$ cat config.mk
export PLATFORM = sky130hd
export DESIGN_NAME = pfa_ctrl
export DESIGN_NICKNAME = d
export VERILOG_FILES = /design/src/hw/rtl/pfa_pkg.sv /design/src/hw/rtl/pfa_ctrl.sv
export SDC_FILE = /design/constraint.sdc
export NUM_CORES = 1
export LEC_CHECK = 0
export BUFFER_PORTS_ARGS = -buffer_cell sky130_fd_sc_hd__buf_4
export CORE_AREA = 2 2 39 41
export DETAILED_ROUTE_END_ITERATION = 8
export DIE_AREA = 0 0 41 43
export PLACE_DENSITY = 0.39
export SLEW_MARGIN = 20
export SYNTH_ARGS = -nofsm -noshare
export SYNTH_HDL_FRONTEND = slang
export SYNTH_SLANG_ARGS = --single-unit
$ cat constraint.sdc
create_clock -name clk_i -period 1.1 [get_ports clk_i]
set_input_delay 0.22 -clock clk_i [delete_from_list [all_inputs] [get_ports clk_i]]
set_output_delay 0.22 -clock clk_i [all_outputs]
set_load 0.05 [all_outputs]
$ cat src/hw/rtl/pfa_pkg.sv
`timescale 1ns / 1ps
// ----------------------------------------------------------------------------
// pfa_pkg
// Shared types and constants for the page frame allocator.
// ----------------------------------------------------------------------------
package pfa_pkg;

  localparam logic [7:0] PIN_COUNT = 8'hFF;

  typedef enum logic [2:0] {
    OP_ALLOC     = 3'd0,
    OP_INCREF    = 3'd1,
    OP_DECREF    = 3'd2,
    OP_MARK_USED = 3'd3,
    OP_MARK_FREE = 3'd4,
    OP_QUERY     = 3'd5,
    OP_SEAL      = 3'd6,
    OP_NONE      = 3'd7
  } op_e;

  typedef enum logic [2:0] {
    ST_CLEAR,
    ST_IDLE,
    ST_READ,
    ST_UPDATE,
    ST_DONE
  } state_e;

  typedef struct packed {
    logic [2:0]  op;
    logic [31:0] addr;
    logic [31:0] length;
  } in_item_t;

  typedef struct packed {
    logic [31:0] page_addr;
    logic [7:0]  ref_count;
    logic [12:0] free_pages;
    logic        done_ok;
  } out_item_t;

  typedef struct packed {
    logic clear;
    logic accept;
    logic update;
    logic load_out;
  } cmd_t;

  typedef struct packed {
    logic early;
    logic last;
    logic clear_last;
  } status_t;

endpackage

$ cat src/hw/rtl/pfa_ctrl.sv
`timescale 1ns / 1ps
// ----------------------------------------------------------------------------
// pfa_ctrl
// Sequencer for clearing, page walks and the result handshake.
// ----------------------------------------------------------------------------
module pfa_ctrl (
  input  logic              clk_i,
  input  logic              rst_ni,
  input  logic              in_valid_i,
  output logic              in_stall_o,
  output logic              out_valid_o,
  input  logic              out_stall_i,
  input  pfa_pkg::status_t  status_i,
  output pfa_pkg::cmd_t     cmd_o
);
  import pfa_pkg::*;

  state_e state_q, state_d;
  logic   out_valid_q, out_valid_d;

  always_comb begin
    state_d = state_q;
    unique case (state_q)
      ST_CLEAR:  if (status_i.clear_last) state_d = ST_IDLE;
      ST_IDLE:   if (in_valid_i) state_d = status_i.early ? ST_DONE : ST_READ;
      ST_READ:   state_d = ST_UPDATE;
      ST_UPDATE: state_d = status_i.last ? ST_DONE : ST_READ;
      ST_DONE:   if (!out_valid_q || !out_stall_i) state_d = ST_IDLE;
      default:   state_d = ST_IDLE;
    endcase
  end

  always_comb begin
    cmd_o.clear    = (state_q == ST_CLEAR);
    cmd_o.accept   = (state_q == ST_IDLE) && in_valid_i;
    cmd_o.update   = (state_q == ST_UPDATE);
    cmd_o.load_out = (state_q == ST_DONE) && (!out_valid_q || !out_stall_i);
    in_stall_o     = (state_q != ST_IDLE);
    out_valid_o    = out_valid_q;
    out_valid_d    = cmd_o.load_out ? 1'b1 : (out_valid_q && out_stall_i);
  end

  always_ff @(posedge clk_i or negedge rst_ni) begin
    if (!rst_ni) begin
      state_q     <= ST_CLEAR;
      out_valid_q <= 1'b0;
    end else begin
      state_q     <= state_d;
      out_valid_q <= out_valid_d;
    end
  end

  a_early_done: assert property (@(posedge clk_i) disable iff (!rst_ni)
    (state_q == ST_IDLE && in_valid_i && status_i.early) |=> (state_q == ST_DONE))
    else $error("early item did not go to done");

  a_rose_from_done: assert property (@(posedge clk_i) disable iff (!rst_ni)
    $rose(out_valid_q) |-> $past(state_q == ST_DONE))
    else $error("result shown without done state");

  a_update_after_read: assert property (@(posedge clk_i) disable iff (!rst_ni)
    (state_q == ST_UPDATE) |-> $past(state_q == ST_READ))
    else $error("update without read");

endmodule

==> results of run 1 <==
==> what timing repair did <==
action / 4_1_cts / 5_1_grt
setup buffers: 5 / 2
gates resized for setup: 13 / 8
endpoints found under the hold margin: 4 / 0
hold buffers: 1 / 0
gates cloned: 0 / 0
endpoints found under the setup margin: 6 / 9
pin swaps: 5 / 5
==> where the power goes <==
part | total, W | leakage, nW | switching [W] | internal, W
sequential | 0.000338 | 0.0455 | 0.000114 | 0.000224
clock | 0.000179 | 0.0138 | 0.0000574 | 0.000122
combinational | 0.00146 | 0.216 | 0.000724 | 0.000737
total | 0.00198 | 0.276 | 0.000895 | 0.00108
==> layer usage <==
metal,wire length [um],part of all wire
met5,0,0
met4,0,0
met3,53,0.066
met2,480,0.59
met1,276,0.34
==> registers in the layout, indices dropped and copies added (netlist names) <==
| signal | flops |
|---|---|
| out_valid_o | 1 |
| state_q | 3 |
==> per-stage QoR <==
step	setup TNS, ns	area [sq um]	power (W)	util	worst slack [ns]
floorplan	-0.353	275	0.00100	-	-0.192
global placement	-0.332	445	0.00143	0.322	-0.120
detailed placement	-0.357	445	0.00144	0.322	-0.110
CTS	-1.37	567	0.00188	0.410	-0.297
global route	-1.58	603	0.00209	0.436	-0.329
finish	-1.34	603	0.00198	0.436	-0.291
==> cell families after synthesis <==
group | after synthesis
compound gates | 8
buf+inv | 2
flops | 4
simple gates | 11
==> worst paths after layout <==
kind	startpoint	endpoint	slack [ns]	cells after the start
max in group asynchronous	rst_ni	out_valid_o$_DFF_PN0_	0.65	2
min in group asynchronous	rst_ni	state_q[2]$_DFFE_PN0P_	0.33	2
max reg2reg	state_q[2]$_DFFE_PN0P_	state_q[2]$_DFFE_PN0P_	0.01	5
min reg2reg	out_valid_o$_DFF_PN0_	out_valid_o$_DFF_PN0_	0.58	2
min	status_i[1]	state_q[1]$_DFFE_PN0P_	0.20	2
max	state_q[1]$_DFFE_PN0P_	cmd_o[2]	-0.29	4
==> cells in the mapped netlist <==
cell,number
dfrtp_1,4
nand2_1,3
a21oi_1,2
inv_1,2
nor2_1,2
a2bb2oi_1,1
a311oi_1,1
a31oi_1,1
and2_1,1
and2_4,1
nand2b_1,1
nand3_1,1
nor2b_4,1
nor3_1,1
o21a_1,1
o21ai_0,1
o2bb2ai_2,1
==> cell type report <==
| class | count | share of cell area |
|---|---|---|
| Multi-Input combinational cell | 19 | 0.334 |
| Tap cell | 16 | 0.0332 |
| Timing Repair Buffer | 27 | 0.409 |
| Sequential cell | 4 | 0.174 |
| Clock buffer | 3 | 0.0373 |
| Inverter | 2 | 0.0124 |
==> impl_table.tex, run 1 <==
\begin{tabular}{lr}
\hline
Metric & Value \\
\hline
\multicolumn{2}{l}{\textbf{Logic synthesis}} \\
Avg Synthesized Cell Area & roughly 9.3 sq um \\
Simple-gate portion of the synthesized area & 0.274 \\
Number of flip-flops and latches in the synthesized netlist & 4 \\
Share of the synthesized area in the top cell type & 0.430 \\
Adder-Cell Fraction of Synth Area & 0 \\
Number of distinct standard cells referenced by the synthesized netlist & 17 \\
Proportion of synthesized area in mux cells & 0 \\
Largest family of logic cells by synthesized area & simple AND/OR/NAND/NOR gates \\
XOR/XNOR share of the synthesized area & 0 \\
Register area share after synthesis & 0.430 \\
Total number of yosys warnings & 0 \\
Number of instances in the synthesized netlist & 25 \\
Compound-Gate Fraction of Synth Area & 0.263 \\
Dominant cells by area after synthesis & dfrtp\_1, o2bb2ai\_2, nor2b\_4, nand2\_1, a21oi\_1 \\
Yosys top cell by area & dfrtp\_1 \\
Post-Synthesis Net Count & 32 \\
Synth Cell Area & 233 sq um \\
\multicolumn{2}{l}{\textbf{Clock tree}} \\
Buffer type at the clock tree root & clkbuf\_4 \\
Clock network latency to the later pin of the worst-skew pair & 0.23 ns \\
CTS sink cnt & 4 \\
Clock transition time at the flip-flop clock pins of the worst setup and hold paths & roughly 0.040 ns \\
CTS Buf Count & 3 \\
Htree depth & 1 \\
CTS tree & yes \\
Maximum clock insertion buffer count & 2 \\
\multicolumn{2}{l}{\textbf{GRT}} \\
Met1 GRT Util & 0.0779 \\
First-pass GRT wire length & 1200 um \\
Global routing usage on met3 & 0.0366 \\
Maximum number of pins on one net before global-route repair & 5 \\
Number of antenna violations at the first check in global routing & 0 \\
Overflow after GRT & 0 \\
Met2 GRT Util & 0.184 \\
Layer with the highest usage after global routing & met2 \\
Number of global-route vias before repair & 309 \\
GRT Resource Usage Total & 0.112 \\
\multicolumn{2}{l}{\textbf{Route}} \\
Antenna Nets Post-Route & 0 \\
WL/cell & between 10 and 15 um \\
Drc violations & 0 \\
Final Routed Wirelength & 809 um \\
Vias/cell & approximately 4.3 \\
Detailed-router iteration count before antenna repair & 4 \\
Drt initial violations & 4 \\
Via count & just over 300 \\
\multicolumn{2}{l}{\textbf{Critical path}} \\
Top delay family on crit path & flip-flops \\
Critical-path maximum fanout & 3 \\
Worst EP required & 0.88 ns \\
Dominant cell type by count on the critical path & buf\_6 \\
Slowest cell delay on critical path & around 0.43 ns \\
Crit path DAT & 1.17 ns \\
Standard cell with the maximum stage delay on the critical path & dfrtp\_2 \\
Cell-by-cell listing of the critical path & buf\_6 > nand2b\_4 > nor2\_4 > buf\_6 \\
Kind of start point of the critical path & register \\
Critical path start-end classification & reg -> out \\
Buffers and inverters on the worst path & 2 \\
Critical Path Sink Type & output port \\
\multicolumn{2}{l}{\textbf{Placed design}} \\
Routability Congestion & about 0.76 \\
Post-DP HPWL & 579 um \\
Number of placed cells counting well taps & slightly above 60 \\
Count of input and output buffers & 12 \\
\multicolumn{2}{l}{\textbf{Floorplanning}} \\
Die boundary width & approximately 41 um \\
Height of the chip & $\sim$43 um \\
Die area & around 1800 sq um \\
Number of I/O pins & 13 \\
Number of rows created at floorplan & 14 \\
Placeable core region & between 1000 and 1500 sq um \\
Initial cell density of the core & 0.168 \\
\multicolumn{2}{l}{\textbf{Power and ir drop}} \\
PD cells & 3280 nW/um\^{}2 \\
Leak & about 0.28 nW \\
Peak VDD IR & roughly 1.9 mV \\
\multicolumn{2}{l}{\textbf{Cells and area}} \\
Filler-free cell count of the finished design & between 70 and 80 \\
Sequential cell area & between 100 and 150 sq um \\
Filler cells & around 150 \\
Proportion of layout cells with a drive suffix above 1 & 0.836 \\
Ant diodes & 0 \\
Area of the multi-input gates & 201 sq um \\
Commonest cells after routing, fill and taps aside & buf\_4, buf\_6, dfrtp\_2 \\
Number of nets in the final layout & 64 \\
Area Overhead vs Synth & 159\% \\
Most common library cell in the layout ignoring fill and taps & buf\_4 \\
\multicolumn{2}{l}{\textbf{Worst hold path}} \\
Class of the worst hold path & in -> reg \\
\multicolumn{2}{l}{\textbf{Status}} \\
Status & finished, violations left \\
Failing checks & setup timing \\
\multicolumn{2}{l}{\textbf{STA}} \\
Setup repair after global routing missed its margin & true \\
Worst slack on hold paths & 0.205 ns \\
Worst clock skew on the final layout & $\sim$0.0033 ns \\
Min cycle time layout & 1.39 ns \\
Timing-limited maximum frequency & roughly 0.72 GHz \\
Setup slack of the critical path after layout & -0.291 ns \\
Number of max-slew violations in the final report & 0 \\
Total setup violations reported at the end of the flow & 5 \\
Worst slew margin relative to its limit & 0.866 \\
Slew at the pin with the worst max-slew slack & 0.200 ns \\
Hold Vio Cnt, Final & 0 \\
Period Utilization, post-route & 1.26 \\
\multicolumn{2}{l}{\textbf{Run}} \\
Maximum capacitance violations & 0 \\
\hline
\end{tabular}
(Power assumes the default switching activity.)
==> run 2: changes to the inputs <==
--- a/config.mk
+++ b/config.mk
@@ -6,10 +6,13 @@
 export NUM_CORES = 1
 export LEC_CHECK = 0
 export BUFFER_PORTS_ARGS = -buffer_cell sky130_fd_sc_hd__buf_4
+export CELL_PAD_IN_SITES_DETAIL_PLACEMENT = 1
+export CELL_PAD_IN_SITES_GLOBAL_PLACEMENT = 1
 export CORE_AREA = 2 2 39 41
 export DETAILED_ROUTE_END_ITERATION = 8
 export DIE_AREA = 0 0 41 43
-export PLACE_DENSITY = 0.39
+export GPL_TIMING_DRIVEN = 0
+export PLACE_DENSITY = 0.5
 export SLEW_MARGIN = 20
 export SYNTH_ARGS = -nofsm -noshare
 export SYNTH_HDL_FRONTEND = slang
==> run 2 against run 1 <==
  * The run still ends with setup timing left
  * Cell area fell by 7.5%
  * Combinational power fell by 8%
  * Cell count down 2.8%
  * Flip-flop and latch count did not move
  * Clock-buffer cell count unchanged
  * Via count is 3.6% lower
  * Setup slack better by 0.0036 ns
==> impl_table.tex, run 2 (same netlist as run 1, synthesis figures left out) <==
\begin{tabular}{lr}
\hline
Metric & Value \\
\hline
\multicolumn{2}{l}{\textbf{Status}} \\
Status & finished, violations left \\
Failing checks & setup timing \\
\multicolumn{2}{l}{\textbf{Worst hold path}} \\
Worst hold path stage count & 2 \\
Class of the worst hold path & in -> reg \\
End of the worst hold path & state\_q[1]\$\_DFFE\_PN0P\_ \\
Hold Crit Start & status\_i[1] \\
\multicolumn{2}{l}{\textbf{Cells and area}} \\
Post-route cell area & between 500 and 600 sq um \\
Commonest cells after routing, fill and taps aside & buf\_4, buf\_6, dfrtp\_2 \\
Max FFs per register & 3 \\
Reg with most FFs & state\_q \\
Ant diodes & 0 \\
Number of nets in the final layout & 62 \\
Most common library cell in the layout ignoring fill and taps & buf\_4 \\
Proportion of layout cells with a drive suffix above 1 & 0.774 \\
Area Overhead vs Synth & 140\% \\
\multicolumn{2}{l}{\textbf{Route}} \\
Detailed-router iteration count before antenna repair & 2 \\
Antenna Nets Post-Route & 0 \\
Vias/cell & between 4 and 5 \\
WL/cell & approximately 12 um \\
Via count & roughly 290 \\
Drt initial violations & 2 \\
Final Routed Wirelength & 810 um \\
Drc violations & 0 \\
\multicolumn{2}{l}{\textbf{Critical path}} \\
Worst EP required & between 0.8 and 0.9 ns \\
Critical-path maximum fanout & 4 \\
Slowest cell delay on critical path & 0.41 ns \\
Kind of start point of the critical path & register \\
Crit Reg-Reg Startpoint & state\_q[2]\$\_DFFE\_PN0P\_ \\
Critical Path Sink Type & output port \\
Reg2Reg Capture Point & state\_q[2]\$\_DFFE\_PN0P\_ \\
Minimum setup slack among reg-to-reg paths & -0.03 ns \\
Critical path start-end classification & reg -> out \\
Cell-by-cell listing of the critical path & nor2b\_4 > and2\_4 > buf\_8 \\
Crit path DAT & roughly 1.2 ns \\
Buffers and inverters on the worst path & 1 \\
Standard cell with the maximum stage delay on the critical path & dfrtp\_2 \\
Top delay family on crit path & flip-flops \\
Reg2reg path depth & 4 \\
\multicolumn{2}{l}{\textbf{STA}} \\
Timing-limited maximum frequency & about 0.72 GHz \\
Period Utilization, post-route & 1.26 \\
Number of max-slew violations in the final report & 0 \\
Total setup violations reported at the end of the flow & 7 \\
Worst clock skew on the final layout & between 0.002 and 0.0025 ns \\
Hold Vio Cnt, Final & 0 \\
Setup repair after global routing missed its margin & true \\
Min cycle time layout & roughly 1.4 ns \\
Worst slew margin relative to its limit & 0.860 \\
Worst slack on hold paths & between 0.2 and 0.25 ns \\
Setup slack of the critical path after layout & -0.287 ns \\
Slew at the pin with the worst max-slew slack & between 0.2 and 0.25 ns \\
\multicolumn{2}{l}{\textbf{Floorplanning}} \\
Die boundary width & roughly 41 um \\
Height of the chip & around 43 um \\
Number of rows created at floorplan & 14 \\
Die area & roughly 1800 sq um \\
Initial cell density of the core & 0.168 \\
Number of I/O pins & 13 \\
Placeable core region & between 1000 and 1500 sq um \\
\multicolumn{2}{l}{\textbf{Clock tree}} \\
CTS Buf Count & 3 \\
Clock network latency to the later pin of the worst-skew pair & $\sim$0.23 ns \\
CTS tree & yes \\
Clock transition time at the flip-flop clock pins of the worst setup and hold paths & roughly 0.04 ns \\
Buffer type at the clock tree root & clkbuf\_4 \\
Maximum clock insertion buffer count & 2 \\
CTS sink cnt & 4 \\
Htree depth & 1 \\
\multicolumn{2}{l}{\textbf{Power and ir drop}} \\
Peak VDD IR & 1.22 mV \\
PD cells & 3350 nW/um\^{}2 \\
Leak & approximately 0.26 nW \\
\multicolumn{2}{l}{\textbf{GRT}} \\
Number of antenna violations at the first check in global routing & 0 \\
Maximum number of pins on one net before global-route repair & 5 \\
Number of global-route vias before repair & 331 \\
First-pass GRT wire length & about 1400 um \\
GRT Resource Usage Total & 0.118 \\
Overflow after GRT & 0 \\
\multicolumn{2}{l}{\textbf{Placed design}} \\
Placed instance area & a little under 400 sq um \\
Count of input and output buffers & 12 \\
Routability Congestion & $\sim$0.7 \\
\multicolumn{2}{l}{\textbf{Run}} \\
Maximum capacitance violations & 0 \\
\hline
\end{tabular}
[run 2: cell count changes in the layout (fill, tap and decap cells not counted)]
cell,previous run,this run
buf_6,9,7
a21oi_1,0,1
a21oi_2,1,0
a2bb2oi_1,0,1
a2bb2oi_2,1,0
nand3_1,0,1
nand3_4,1,0
o21ai_0,0,1
o21ai_1,1,0
[run 2: layer usage]
metal / wire [um] / global-route usage
met1: 316 / 0.130
met2: 433 / 0.203
met3: 43 / 0.0157
met4: 17 / 0.0600
met5: 0 / 0
[run 2: power breakdown]
| group | total, W | internal (W) | switching (W) |
|---|---|---|---|
| registers | 0.000342 | 0.000224 | 0.000118 |
| logic | 0.00135 | 0.000660 | 0.000688 |
| clock network | 0.000178 | 0.000122 | 0.0000565 |
[run 2: metrics by stage]
step	setup TNS (ns)	utilization	power, W	instances	worst slack (ns)
5_1_grt	-1.81	0.403	0.00199	69	-0.341
6_report	-1.40	0.403	0.00187	69	-0.287
3_5_place_dp	-0.479	0.278	0.00124	53	-0.178
2_1_floorplan	-0.353	-	0.00100	25	-0.192
3_3_place_gp	-0.443	0.278	0.00123	53	-0.172
4_1_cts	-1.42	0.388	0.00182	68	-0.290
[run 2: layout make-up]
| cell class | instances | area [sq um] |
|---|---|---|
| multi-input cells | 19 | 179 |
| flip-flops and latches | 4 | 105 |
| well taps | 16 | 20.0 |
| clock buffers | 3 | 22.5 |
| fillers | 162 | 826 |
| repair buffers | 25 | 224 |
| inverters | 2 | 7.51 |
[run 2: repair_timing]
action | in CTS | in global routing
resized for setup | 10 | 3
hold endpoints to repair | 4 | 0
setup endpoints to repair | 5 | 9
hold buffers | 1 | 0
setup buffers | 11 | 1
pin swaps | 3 | 4
[run 2: how the worst max path moves through the flow]
stage | start | endpoint | cells past startpoint | slack, ns
floorplan | state_q[2]$_DFFE_PN0P_ | cmd_o[2] | 3 | -0.19
global placement | state_q[1]$_DFFE_PN0P_ | cmd_o[0] | 4 | -0.17
detailed placement | state_q[1]$_DFFE_PN0P_ | cmd_o[0] | 4 | -0.18
CTS | state_q[0]$_DFFE_PN0P_ | cmd_o[1] | 3 | -0.29
global route | state_q[0]$_DFFE_PN0P_ | cmd_o[2] | 4 | -0.34
finish | state_q[0]$_DFFE_PN0P_ | cmd_o[1] | 3 | -0.29
==> run 3: changes to the inputs <==
--- a/config.mk
+++ b/config.mk
@@ -13,6 +13,7 @@
 export DIE_AREA = 0 0 41 43
 export GPL_TIMING_DRIVEN = 0
 export PLACE_DENSITY = 0.5
+export REMOVE_ABC_BUFFERS = 1
 export SLEW_MARGIN = 20
 export SYNTH_ARGS = -nofsm -noshare
 export SYNTH_HDL_FRONTEND = slang
==> run 3 against run 2 <==
  * The flow still finishes with violations (setup timing)
  * Maximum frequency decreased by 2.7%
  * Routed wire length is 4.4% lower
  * Setup slack worse by 0.038 ns
  * Combinational power down 19%
  * Cell count down 7.2%
==> impl_table.tex, run 3 (same netlist as run 1, synthesis figures left out) <==
\begin{tabular}{lr}
\hline
Metric & Value \\
\hline
\multicolumn{2}{l}{\textbf{Route}} \\
Final Routed Wirelength & between 700 and 800 um \\
Vias/cell & between 4 and 5 \\
WL/cell & between 10 and 15 um \\
Via count & roughly 270 \\
Detailed-router iteration count before antenna repair & 1 \\
Drt initial violations & 0 \\
Antenna Nets Post-Route & 0 \\
Drc violations & 0 \\
\multicolumn{2}{l}{\textbf{STA}} \\
Hold Vio Cnt, Final & 0 \\
Number of max-slew violations in the final report & 0 \\
Slew at the pin with the worst max-slew slack & 0.272 ns \\
Setup repair after global routing missed its margin & true \\
Min cycle time layout & between 1 and 1.5 ns \\
Timing-limited maximum frequency & around 0.70 GHz \\
Worst clock skew on the final layout & 0.00322 ns \\
Setup slack of the critical path after layout & -0.325 ns \\
Worst slew margin relative to its limit & 0.817 \\
Aggregate negative setup slack & -1.39 ns \\
Total setup violations reported at the end of the flow & 6 \\
Period Utilization, post-route & 1.30 \\
\multicolumn{2}{l}{\textbf{Power and ir drop}} \\
Peak VDD IR & 1.16 mV \\
Total power after layout & 0.00160 W \\
Relative contribution of sequential cells to total power & 0.204 \\
Leak & 0.223 nW \\
Logic pwr share & 0.686 \\
Switching portion of total power & 0.471 \\
PD cells & approximately 3400 nW/um\^{}2 \\
Internal power consumption & around 0.00085 W \\
Net switching power of the design & 0.000754 W \\
Part of the power in the clock network & 0.110 \\
\multicolumn{2}{l}{\textbf{Cells and area}} \\
Area Overhead vs Synth & 104\% \\
Most common library cell in the layout ignoring fill and taps & buf\_4 \\
Max FFs per register & 3 \\
Proportion of layout cells with a drive suffix above 1 & 0.708 \\
Ant diodes & 0 \\
Commonest cells after routing, fill and taps aside & buf\_4, dfrtp\_2, buf\_6 \\
Number of nets in the final layout & between 50 and 60 \\
Filler cells & 170 \\
Reg with most FFs & state\_q \\
\multicolumn{2}{l}{\textbf{Floorplanning}} \\
Placeable core region & between 1000 and 1500 sq um \\
Number of rows created at floorplan & 14 \\
Number of I/O pins & 13 \\
Height of the chip & approximately 43 um \\
Initial cell density of the core & 0.168 \\
Die boundary width & 41 um \\
Die area & roughly 1800 sq um \\
\multicolumn{2}{l}{\textbf{Clock tree}} \\
CTS tree & yes \\
Clock transition time at the flip-flop clock pins of the worst setup and hold paths & 0.04 ns \\
Htree depth & 1 \\
Buffer type at the clock tree root & clkbuf\_4 \\
CTS Buf Count & 3 \\
CTS sink cnt & 4 \\
Maximum clock insertion buffer count & 2 \\
Clock network latency to the later pin of the worst-skew pair & approximately 0.23 ns \\
\multicolumn{2}{l}{\textbf{Critical path}} \\
Kind of start point of the critical path & register \\
Worst EP required & 0.88 ns \\
Reg2Reg Capture Point & state\_q[2]\$\_DFFE\_PN0P\_ \\
Minimum setup slack among reg-to-reg paths & -0.01 ns \\
Reg2reg path depth & 5 \\
Critical path start-end classification & reg -> out \\
Worst setup endpoint & cmd\_o[0] \\
Crit path DAT & roughly 1.2 ns \\
Crit. Startpoint & state\_q[0]\$\_DFFE\_PN0P\_ \\
Critical-path maximum fanout & 6 \\
Critical Path Sink Type & output port \\
Crit Reg-Reg Startpoint & state\_q[2]\$\_DFFE\_PN0P\_ \\
\multicolumn{2}{l}{\textbf{Placed design}} \\
Count of input and output buffers & 12 \\
Post-place setup slack & -0.164 ns \\
Routability Congestion & between 0.6 and 0.7 \\
Post-DP HPWL & $\sim$460 um \\
\multicolumn{2}{l}{\textbf{Worst hold path}} \\
Class of the worst hold path & in -> reg \\
Worst hold path stage count & 2 \\
Hold Crit Start & status\_i[1] \\
\multicolumn{2}{l}{\textbf{Run}} \\
Maximum capacitance violations & 0 \\
\multicolumn{2}{l}{\textbf{GRT}} \\
GRT Resource Usage Total & 0.0898 \\
Maximum number of pins on one net before global-route repair & 7 \\
Number of global-route vias before repair & about 280 \\
Met1 GRT Util & 0.0948 \\
Overflow after GRT & 0 \\
Number of antenna violations at the first check in global routing & 0 \\
Global routing usage on met3 & 0.0157 \\
Met2 GRT Util & 0.131 \\
Layer with the highest usage after global routing & met2 \\
First-pass GRT wire length & between 1000 and 1500 um \\
\multicolumn{2}{l}{\textbf{Status}} \\
Status & finished, violations left \\
Failing checks & setup timing \\
\hline
\end{tabular}
[run 3: cell types whose count changed in the layout (fill, tap and decap cells not counted), sizes merged]
| cell | previous run | this run |
|---|---|---|
| buf | 24 | 19 |
[run 3: repair_timing]
item	in CTS	in global routing
pin swaps	1	3
setup buffers	4	3
hold buffers	1	0
resized for setup	10	6
endpoints found under the hold margin	4	0
endpoints found under the setup margin	5	6
[run 3: layout make-up]
| class | count | area [sq um] | share of cell area |
|---|---|---|---|
| multi-input cells | 19 | 145 | 0.305 |
| clock buffers | 3 | 22.5 | 0.0474 |
| inverters | 2 | 7.51 | 0.0158 |
| well taps | 16 | 20.0 | 0.0421 |
| repair buffers | 20 | 175 | 0.368 |
| flip-flops and latches | 4 | 105 | 0.221 |
[run 3: metrics by stage]
stage                     std cells   util  instance area, sq um  hold slack (ns)
after global routing             64  0.344                   475            0.206
after global placement           53  0.248                   343           0.0161
after CTS                        61  0.314                   434            0.206
after detailed placement         53  0.248                   343           0.0167
after floorplan                  25      -                   233          -0.0756
final                            64  0.344                   475            0.218
[run 3: routing by layer]
| layer | routed length (um) | part of all wire |
|---|---|---|
| met3 | 31 | 0.040 |
| met4 | 0 | 0 |
| met2 | 460 | 0.59 |
| met5 | 0 | 0 |
| met1 | 281 | 0.36 |
[run 3: critical path: stages (launching register included)]
cell,delay (ns)
dfrtp_2,0.44
nor2_2,0.15
nand2_1,0.09
a21oi_2,0.13
buf_6,0.17
[run 3: power by group through the flow]
stage | sequential (W) | clock (W) | combinational, W
2_1_floorplan | 0.000341 | 0 | 0.000524
3_3_place_gp | 0.000315 | 0 | 0.000776
3_5_place_dp | 0.000317 | 0 | 0.000776
4_1_cts | 0.000321 | 0.000189 | 0.000979
5_1_grt | 0.000335 | 0.000201 | 0.00117
6_report | 0.000326 | 0.000176 | 0.00110
[run 3: how the worst min path moves through the flow]
stage                                   to  slack (ns)
CTS                 state_q[2]$_DFFE_PN0P_        0.21
finish              state_q[2]$_DFFE_PN0P_        0.22
detailed placement   out_valid_o$_DFF_PN0_        0.02
global placement     out_valid_o$_DFF_PN0_        0.02
floorplan            out_valid_o$_DFF_PN0_       -0.08
global route        state_q[2]$_DFFE_PN0P_        0.21
